--- src/design/sfm_pkg.sv ---
// Shared constants, register codes and result type for the substring match finder.
`timescale 1ns / 1ps

package sfm_pkg;

  localparam int MAX_PATTERN = 8;
  localparam int MAX_TEXT    = 65536;

  localparam int BYTE_W     = 8;
  localparam int START_W    = 16;
  localparam int LEN_W      = 4;
  localparam int POS_W      = 16;
  localparam int CFG_ADDR_W = 1;
  localparam int CFG_DATA_W = 64;

  // Configuration register indexes.
  localparam logic [CFG_ADDR_W-1:0] REG_PATTERN_BYTES  = 1'd0;
  localparam logic [CFG_ADDR_W-1:0] REG_PATTERN_LENGTH = 1'd1;

  typedef struct packed {
    logic             found;
    logic [POS_W-1:0] position;
  } result_t;

endpackage

--- src/design/substring_first_match_finder.sv ---
// Top level of the streaming first-match substring finder.
`timescale 1ns / 1ps
// Throughput: one text byte per cycle while s_axis_tready is high; the window compare for
// each byte is done in that cycle. A string's result is registered in the result buffer.
// s_axis_tready drops only while two results wait unread (output register and skid both full).
// Reset (rst, synchronous, active high) clears the pattern registers, the byte count, the
// match state, the sampled start offset and both result slots.

module substring_first_match_finder #(
  parameter int MaxPattern = sfm_pkg::MAX_PATTERN,
  parameter int MaxText    = sfm_pkg::MAX_TEXT
) (
  input  logic                             clk,
  input  logic                             rst,
  // Configuration write port.
  input  logic                             cfg_wr_en,
  input  logic [sfm_pkg::CFG_ADDR_W-1:0]   cfg_addr,
  input  logic [sfm_pkg::CFG_DATA_W-1:0]   cfg_wdata,
  // Text byte stream.
  input  logic                             s_axis_tvalid,
  output logic                             s_axis_tready,
  input  logic [23:0]                      s_axis_tdata,  // text_byte[7:0], start_offset[23:8]
  input  logic                             s_axis_tuser,  // first_of_string
  input  logic                             s_axis_tlast,  // last_of_string
  // Result stream.
  output logic                             m_axis_tvalid,
  input  logic                             m_axis_tready,
  output logic [15:0]                      m_axis_tdata,  // match_position[15:0]
  output logic                             m_axis_tuser   // found
);

  localparam int CntW = $clog2(MaxText + 1);
  // Width for position sums: holds count + 1 and start + length without overflow.
  localparam int SumW = ((CntW > sfm_pkg::START_W) ? CntW : sfm_pkg::START_W) + 2;
  localparam int PatW = MaxPattern * sfm_pkg::BYTE_W;

  // Configuration registers. Only the bytes that the window can use are kept.
  logic [PatW-1:0]              pattern;
  logic [sfm_pkg::LEN_W-1:0]    pattern_len;

  // Per-string state.
  logic [CntW-1:0]              count;
  logic [sfm_pkg::START_W-1:0]  saved_start;
  logic                         match_seen;
  logic [sfm_pkg::POS_W-1:0]    first_idx;

  // Input fields.
  logic [sfm_pkg::BYTE_W-1:0]   text_byte;
  logic [sfm_pkg::START_W-1:0]  start_offset;
  logic                         first_of_string;
  logic                         last_of_string;

  logic                         in_xfer;
  logic                         buf_ready;

  // A byte marked first starts from a cleared count and match state and a fresh start offset.
  logic [CntW-1:0]              count_eff;
  logic [sfm_pkg::START_W-1:0]  start_eff;
  logic                         match_eff;
  logic                         counting;
  logic                         shift;

  logic [SumW-1:0]              pos_plus1;
  logic [SumW-1:0]              min_end;
  logic [SumW-1:0]              begin_pos;
  logic                         len_ok;
  logic                         len_hit;
  logic                         new_hit;

  logic [sfm_pkg::BYTE_W-1:0]   chain [MaxPattern+1];
  logic [MaxPattern-1:0]        cell_eq [MaxPattern];
  logic [MaxPattern-1:0]        match_len;

  sfm_pkg::result_t             result;

  assign text_byte       = s_axis_tdata[7:0];
  assign start_offset    = s_axis_tdata[23:8];
  assign first_of_string = s_axis_tuser;
  assign last_of_string  = s_axis_tlast;

  assign s_axis_tready = buf_ready;
  assign in_xfer       = s_axis_tvalid && s_axis_tready;

  assign count_eff = first_of_string ? '0 : count;
  assign start_eff = first_of_string ? start_offset : saved_start;
  assign match_eff = first_of_string ? 1'b0 : match_seen;
  // Once the count reaches the text limit, later bytes are neither shifted in nor compared.
  assign counting  = (SumW'(count_eff) < SumW'(MaxText));
  assign shift     = in_xfer && counting;

  // Window: a row of byte cells. Cell k holds the k-th newest byte; every transfer below the
  // text limit moves each byte one cell further along, and the text byte enters at cell 0.
  assign chain[0] = text_byte;

  for (genvar k = 0; k < MaxPattern; k++) begin : g_cell
    sfm_cell #(
      .MaxPattern(MaxPattern)
    ) u_cell (
      .clk    (clk),
      .shift  (shift),
      .byte_in(chain[k]),
      .pattern(pattern),
      .byte_q (chain[k+1]),
      .eq     (cell_eq[k])
    );
  end

  // A pattern of length L matches when the k-th newest byte equals pattern byte L-1-k for
  // every k below L. All lengths are evaluated, and the configured one is picked below.
  always_comb begin
    for (int l = 1; l <= MaxPattern; l++) begin
      match_len[l-1] = 1'b1;
      for (int k = 0; k < l; k++) begin
        match_len[l-1] = match_len[l-1] & cell_eq[k][l-1-k];
      end
    end
  end

  always_comb begin
    len_hit = 1'b0;
    for (int l = 1; l <= MaxPattern; l++) begin
      if (pattern_len == sfm_pkg::LEN_W'(l)) begin
        len_hit = match_len[l-1];
      end
    end
  end

  // The match must fit in the bytes seen so far and begin at or after the start offset:
  // count + 1 >= start + length covers both. An empty or oversized length never matches.
  assign pos_plus1 = SumW'(count_eff) + SumW'(1);
  assign min_end   = SumW'(start_eff) + SumW'(pattern_len);
  assign begin_pos = pos_plus1 - SumW'(pattern_len);
  assign len_ok    = (pattern_len != '0) &&
                     (SumW'(pattern_len) <= SumW'(MaxPattern));
  assign new_hit   = counting && !match_eff && len_ok && (pos_plus1 >= min_end) && len_hit;

  always_comb begin
    result.found    = match_eff || new_hit;
    result.position = '0;
    if (new_hit) begin
      result.position = begin_pos[sfm_pkg::POS_W-1:0];
    end else if (match_eff) begin
      result.position = first_idx;
    end
  end

  always_ff @(posedge clk) begin
    if (rst) begin
      pattern     <= '0;
      pattern_len <= '0;
    end else if (cfg_wr_en) begin
      case (cfg_addr)
        sfm_pkg::REG_PATTERN_BYTES:  pattern     <= cfg_wdata[PatW-1:0];
        sfm_pkg::REG_PATTERN_LENGTH: pattern_len <= cfg_wdata[sfm_pkg::LEN_W-1:0];
        default: ;
      endcase
    end
  end

  always_ff @(posedge clk) begin
    if (rst) begin
      count       <= '0;
      saved_start <= '0;
      match_seen  <= 1'b0;
      first_idx   <= '0;
    end else if (in_xfer) begin
      saved_start <= start_eff;
      if (last_of_string) begin
        // The string ends here; the next byte starts a new one even without a first mark.
        count      <= '0;
        match_seen <= 1'b0;
        first_idx  <= '0;
      end else begin
        if (counting) begin
          count <= pos_plus1[CntW-1:0];
        end else begin
          count <= count_eff;
        end
        match_seen <= result.found;
        first_idx  <= result.position;
      end
    end
  end

  // Result slots: the output register and a skid register let the text side keep
  // streaming while a result waits to be taken.
  sfm_pkg::result_t out_result;

  sfm_out_buf u_out_buf (
    .clk      (clk),
    .rst      (rst),
    .in_valid (s_axis_tvalid && last_of_string),
    .in_ready (buf_ready),
    .in_data  (result),
    .out_valid(m_axis_tvalid),
    .out_ready(m_axis_tready),
    .out_data (out_result)
  );

  assign m_axis_tdata = out_result.position;
  assign m_axis_tuser = out_result.found;

  // A result that reports no match carries position zero.
  assert property (@(posedge clk) disable iff (rst)
    m_axis_tvalid && !m_axis_tuser |-> m_axis_tdata == '0)
    else $error("not-found result with nonzero position");

  // The byte count never runs past the text limit.
  assert property (@(posedge clk) disable iff (rst)
    SumW'(count) <= SumW'(MaxText))
    else $error("byte count beyond text limit");

  // The transfer of a last byte leaves the string state cleared.
  assert property (@(posedge clk) disable iff (rst)
    in_xfer && last_of_string |=> count == '0 && !match_seen)
    else $error("string state not cleared after last byte");

  // The text side stalls only while a result waits on the master side.
  assert property (@(posedge clk) disable iff (rst)
    !s_axis_tready |-> m_axis_tvalid)
    else $error("input stalled with no result pending");

endmodule

--- src/design/sfm_cell.sv ---
// One byte cell of the text window: holds a byte and compares it with every pattern byte.
`timescale 1ns / 1ps

module sfm_cell #(
  parameter int MaxPattern = sfm_pkg::MAX_PATTERN
) (
  input  logic                                  clk,
  input  logic                                  shift,
  input  logic [sfm_pkg::BYTE_W-1:0]            byte_in,
  input  logic [MaxPattern*sfm_pkg::BYTE_W-1:0] pattern,
  output logic [sfm_pkg::BYTE_W-1:0]            byte_q,
  output logic [MaxPattern-1:0]                 eq
);

  // The byte this cell takes on the current transfer is the one compared,
  // so the compare sees the window as it stands after the shift.
  always_comb begin
    for (int j = 0; j < MaxPattern; j++) begin
      eq[j] = (byte_in == pattern[j*sfm_pkg::BYTE_W +: sfm_pkg::BYTE_W]);
    end
  end

  always_ff @(posedge clk) begin
    if (shift) begin
      byte_q <= byte_in;
    end
  end

endmodule

--- src/design/sfm_out_buf.sv ---
// Two-entry result buffer (output register plus skid register) for the match results.
`timescale 1ns / 1ps

module sfm_out_buf (
  input  logic             clk,
  input  logic             rst,
  input  logic             in_valid,
  output logic             in_ready,
  input  sfm_pkg::result_t in_data,
  output logic             out_valid,
  input  logic             out_ready,
  output sfm_pkg::result_t out_data
);

  logic             skid_valid;
  sfm_pkg::result_t skid_data;
  logic             push;
  logic             pop;

  assign in_ready = !skid_valid;
  assign push     = in_valid && in_ready;
  assign pop      = out_valid && out_ready;

  always_ff @(posedge clk) begin
    if (rst) begin
      out_valid  <= 1'b0;
      skid_valid <= 1'b0;
    end else if (!out_valid) begin
      if (push) begin
        out_valid <= 1'b1;
        out_data  <= in_data;
      end
    end else if (pop) begin
      if (skid_valid) begin
        out_data   <= skid_data;
        skid_valid <= 1'b0;
      end else if (push) begin
        out_data <= in_data;
      end else begin
        out_valid <= 1'b0;
      end
    end else if (push) begin
      skid_data  <= in_data;
      skid_valid <= 1'b1;
    end
  end

endmodule
--- config.mk ---
export PLATFORM = sky130hd
export DESIGN_NAME = substring_first_match_finder
export DESIGN_NICKNAME = d
export VERILOG_FILES = /design/src/design/sfm_pkg.sv /design/src/design/substring_first_match_finder.sv /design/src/design/sfm_cell.sv /design/src/design/sfm_out_buf.sv
export SDC_FILE = /design/constraint.sdc
export NUM_CORES = 1
export LEC_CHECK = 0
export ABC_AREA = 1
export BUFFER_PORTS_ARGS = -buffer_cell sky130_fd_sc_hd__clkbuf_2
export CAP_MARGIN = 0
export CORE_ASPECT_RATIO = 1.75
export CORE_MARGIN = 1.5
export CORE_UTILIZATION = 45
export CTS_BUF_LIST = sky130_fd_sc_hd__clkbuf_4 sky130_fd_sc_hd__clkbuf_8
export DETAILED_ROUTE_END_ITERATION = 12
export PLACE_DENSITY = 0.67
export SYNTH_ARGS = -nofsm -noshare
export SYNTH_HDL_FRONTEND = slang
export SYNTH_SLANG_ARGS = --single-unit
--- constraint.sdc ---
create_clock -name clk -period 11.8 [get_ports clk]
set_clock_uncertainty 0.2 [all_clocks]
set_input_delay 2.36 -clock clk [delete_from_list [all_inputs] [get_ports clk]]
set_output_delay 2.36 -clock clk [all_outputs]
set_load 0.05 [all_outputs]
==> PnR_summary.wiki <==
{| class="wikitable"
! Metric !! Value
|-
| Outcome || finished clean
|-
| Highest-count cells in the layout ignoring fill and taps || sky130_fd_sc_hd__nand2_1, sky130_fd_sc_hd__nor2_1, sky130_fd_sc_hd__inv_1
|-
| Via count || 13800
|-
| Port-buffer cells || 114
|-
| Syn Inst Count || 2056
|-
| Area of the die || 32400 um^2
|-
| Synthesized-area fraction occupied by adder cells || 0.0269
|-
| Height of the chip || 237 um
|-
| Net Sw Power || 0.636 mW
|-
| Type of the worst setup path || input port to flip-flop
|-
| Register area share after synthesis || 0.363
|-
| First-iteration detailed-routing DRC count || 1029
|-
| Comb power frac || 0.188
|-
| Clock network fraction of design power || 0.354
|-
| Dominant synthesized flop cell || sky130_fd_sc_hd__dfxtp_1
|-
| Synth area leaders || sky130_fd_sc_hd__edfxtp_1, sky130_fd_sc_hd__dfxtp_1, sky130_fd_sc_hd__nand2_1, sky130_fd_sc_hd__nor2_1, sky130_fd_sc_hd__a21oi_1
|-
| Cell Rows || 85
|-
| Max stage delay cell, worst path || sky130_fd_sc_hd__clkbuf_2
|-
| Number of global-route vias before repair || 13300
|-
| Total wire length after detailed routing || 54.4 mm
|-
| DRC violation count after routing || 0
|-
| Area Overhead vs Synth || 9.48%
|-
| Via-per-instance ratio || 5.45
|-
| Largest stage delay on the critical path || 0.58 ns
|-
| Floorplan die width || 137 um
|-
| Switching share of power || 0.334
|-
| Startpoint types || input port
|-
| Area of the mapped netlist || 14100 um^2
|-
| Crit path launch || s_axis_tuser
|-
| Synthesized-area fraction occupied by xor and xnor cells || 0.0916
|-
| Max-cap violations || 0
|-
| Arr. time, crit path || 7.15 ns
|-
| Nature of the critical path endpoint || flip-flop
|-
| Effective utilization at floorplan || 0.458
|-
| Area of the core region || 30700 um^2
|-
| Compound-gate portion of the synthesized area || 0.111
|-
| Fillers || 3147
|-
| Crit-path max FO || 32
|-
| Slew of the pin with the lowest slew margin || 1.08 ns
|-
| Synth Warn # || 0
|-
| Global route overflow || 0
|-
| Fraction of the mapped netlist area in simple logic gates || 0.316
|-
| Fraction of synthesized cell area taken by the top area cell type || 0.192
|-
| Mean cell area of the mapped netlist || 6.84 um^2
|-
| Post-route setup TNS || 0 ns
|-
| Final count of hold timing violations || 0
|-
| Critical path endpoint || u_out_buf.out_data[1]$_DFFE_PP_
|-
| Wire length of the first global-routing pass || 79.6 mm
|-
| Maximum resistive drop on vdd || 108 uV
|-
| Total number of H-tree levels || 2
|-
| Pin count of the biggest net entering global routing || 91
|-
| RD Place Congestion || 1.04
|-
| Library cell with the largest summed area after synthesis || sky130_fd_sc_hd__edfxtp_1
|-
| Number of setup buffers added after CTS || 0
|-
| Post-cts gate resize count || 0
|-
| Flip-flop and latch count after synthesis || 210
|-
| Setup repair after global routing missed its margin || no
|-
| Pins over their slew limit || 0
|-
| Worst reg-to-reg setup slack || 7.03 ns
|-
| Type of the most critical hold path || flip-flop to flip-flop
|-
| Final number of setup-violating endpoints || 0
|-
| Wire per inst || 21.5 um
|-
| Placed wire-length estimate after detailed placement || 40.9 mm
|-
| TritonCTS clock tree || built
|-
| NumNets Final || 2230
|-
| Remaining antenna violation count || 0
|-
| Power density cells || 124 nW/um^2
|-
| Number of buffers between clock root and the deepest sink || 3
|-
| Upper clock frequency limit || 0.144 GHz
|-
| Cts-stage hold buffer count || 0
|-
| Clock period minus worst slack || 6.95 ns
|-
| Post-synthesis cell type count || 46
|-
| Required time of the critical path || 12.00 ns
|-
| Final setup slack of the worst path || 4.85 ns
|-
| Lkg Pwr || 6.82 nW
|-
| Multiplexer share of the synthesized area || 0.00383
|-
| Worst r2r path cells || 26
|-
| I/O pin count || 115
|-
| Initial DRT Pass Iterations || 5
|-
| EDFF count, synth || 90
|-
| Reg clk slew, reported paths || 0.06 ns
|-
| Async S/R FF share, synth || 0
|-
| Internal power of the cells || 1.27 mW
|-
| Worst r2r src || saved_start[1]$_SDFFE_PP0P_
|-
| Overall track demand over capacity in global routing || 0.337
|-
| Post-placement worst setup slack || 4.31 ns
|-
| Initial antenna violation count || 1
|-
| Net Count, Synth || 2181
|-
| Number of clock sinks seen by CTS || 210
|-
| Headroom to the max-slew limit || 0.280
|-
| Clock Latency Late Sink || 0.59 ns
|-
| Clock root buffer || sky130_fd_sc_hd__clkbuf_8
|-
| Most common cell after layout, fill and taps aside || sky130_fd_sc_hd__nand2_1
|-
| Fraction of power consumed by sequential logic || 0.457
|-
| Total CTS buffers || 35
|-
| Share of layout cells above drive strength 1 || 0.111
|-
| Reg-to-reg critical path endpoint || u_out_buf.out_data[1]$_DFFE_PP_
|-
| Final clock period utilization by the worst path || 0.589
|-
| Most prevalent standard cell on the critical path || sky130_fd_sc_hd__nand2_1
|-
| Dominant combinational cell family by area after synthesis || simple AND/OR/NAND/NOR gates
|}
==> state kept, by name (all words and copies together) (netlist names) <==
register and flops:
count 17, first_idx 16, g_cell.u_cell.byte_q 56, match_seen 1, pattern 64, pattern_len 4
saved_start 16, u_out_buf.out_data 17, u_out_buf.out_valid 1, u_out_buf.skid_data 17, u_out_buf.skid_valid 1
==> stage by stage <==
step | area (um^2) | util | power, mW | hold WS [ns] | cells
after global placement | 14700 | 0.478 | 1.23 | 0.245 | 2459
after CTS | 15400 | 0.501 | 1.91 | 0.263 | 2523
after global routing | 15400 | 0.501 | 1.97 | 0.289 | 2524
after floorplan | 14100 | - | 1.10 | 0.221 | 2056
after detailed placement | 14700 | 0.478 | 1.24 | 0.253 | 2459
final | 15400 | 0.501 | 1.90 | 0.260 | 2524
==> metal layers <==
layer	GRT usage	vias up	wire, um
li1	-	6674	-
met1	0.334	6317	18200
met2	0.604	552	28100
met3	0.0443	216	2600
met4	0.288	0	5430
met5	0	-	0
==> synthesized netlist by cell type (3+ instances only) <==
| library cell | instances |
|---|---|
| sky130_fd_sc_hd__nand2_1 | 639 |
| sky130_fd_sc_hd__nor2_1 | 244 |
| sky130_fd_sc_hd__inv_1 | 180 |
| sky130_fd_sc_hd__a21oi_1 | 145 |
| sky130_fd_sc_hd__o21ai_0 | 128 |
| sky130_fd_sc_hd__dfxtp_1 | 120 |
| sky130_fd_sc_hd__edfxtp_1 | 90 |
| sky130_fd_sc_hd__nand3_1 | 83 |
| sky130_fd_sc_hd__xor2_1 | 79 |
| sky130_fd_sc_hd__xnor2_1 | 68 |
| sky130_fd_sc_hd__clkbuf_1 | 51 |
| sky130_fd_sc_hd__nand4_1 | 46 |
| sky130_fd_sc_hd__buf_2 | 43 |
| sky130_fd_sc_hd__ha_1 | 27 |
| sky130_fd_sc_hd__clkbuf_2 | 9 |
| sky130_fd_sc_hd__and2_1 | 8 |
| sky130_fd_sc_hd__inv_2 | 8 |
| sky130_fd_sc_hd__nor3_1 | 8 |
| sky130_fd_sc_hd__or2_2 | 7 |
| sky130_fd_sc_hd__a211oi_1 | 6 |
| sky130_fd_sc_hd__a221oi_1 | 6 |
| sky130_fd_sc_hd__buf_4 | 5 |
| sky130_fd_sc_hd__nand2_2 | 5 |
| sky130_fd_sc_hd__o22ai_1 | 5 |
| sky130_fd_sc_hd__mux2i_1 | 4 |
| sky130_fd_sc_hd__nand3_2 | 4 |
| sky130_fd_sc_hd__nor2_2 | 4 |
| sky130_fd_sc_hd__a31oi_1 | 3 |
| sky130_fd_sc_hd__buf_6 | 3 |
| sky130_fd_sc_hd__nor2_4 | 3 |
| sky130_fd_sc_hd__o21ai_1 | 3 |
==> power by group through the flow <==
| stage | logic, mW | registers [mW] | clock network (mW) |
|---|---|---|---|
| floorplan | 0.247 | 0.853 | 0 |
| detailed placement | 0.353 | 0.884 | 0 |
| CTS | 0.355 | 0.869 | 0.684 |
| global route | 0.390 | 0.874 | 0.710 |
| global placement | 0.351 | 0.884 | 0 |
| finish | 0.359 | 0.871 | 0.675 |
==> cells by family after synthesis <==
kind of cell,count (synthesis)
AND/OR/NAND/NOR,1064
buffers and inverters,303
AO/OA/AOI/OAI,298
flip-flops,210
XOR/XNOR,147
adder cells (fa/ha/maj),29
multiplexers,5
==> worst min path at each step <==
stage / depth (start not counted) / end / from / slack, ns
2_1_floorplan: 0 / g_cell[1].u_cell.byte_q[0]$_DFFE_PP_ / g_cell[0].u_cell.byte_q[0]$_DFFE_PP_ / 0.22
3_3_place_gp: 2 / saved_start[1]$_SDFFE_PP0P_ / saved_start[1]$_SDFFE_PP0P_ / 0.25
3_5_place_dp: 2 / saved_start[3]$_SDFFE_PP0P_ / saved_start[3]$_SDFFE_PP0P_ / 0.25
4_1_cts: 2 / saved_start[3]$_SDFFE_PP0P_ / saved_start[3]$_SDFFE_PP0P_ / 0.26
5_1_grt: 2 / saved_start[0]$_SDFFE_PP0P_ / saved_start[0]$_SDFFE_PP0P_ / 0.29
6_report: 2 / saved_start[3]$_SDFFE_PP0P_ / saved_start[3]$_SDFFE_PP0P_ / 0.26
==> worst max-delay path, delay by kind of cell <==
kind	cells	cell delay [ns]
AO/OA/AOI/OAI	5	1.19
AND/OR/NAND/NOR	18	2.11
adder cells (fa/ha/maj)	2	0.65
XOR/XNOR	1	0.15
buffers and inverters	2	0.64
==> cell type report <==
cell class	count	area, um^2	share of cell area
repair buffers	124	646	0.0419
well taps	391	489	0.0318
clock inverters	10	60.1	0.00390
inverters	191	719	0.0467
clock buffers	54	649	0.0422
flip-flops and latches	210	5100	0.332
diodes	1	2.50	0.000163
multi-input cells	1543	7720	0.502
No activity file was read; power rests on OpenSTA's default activity.
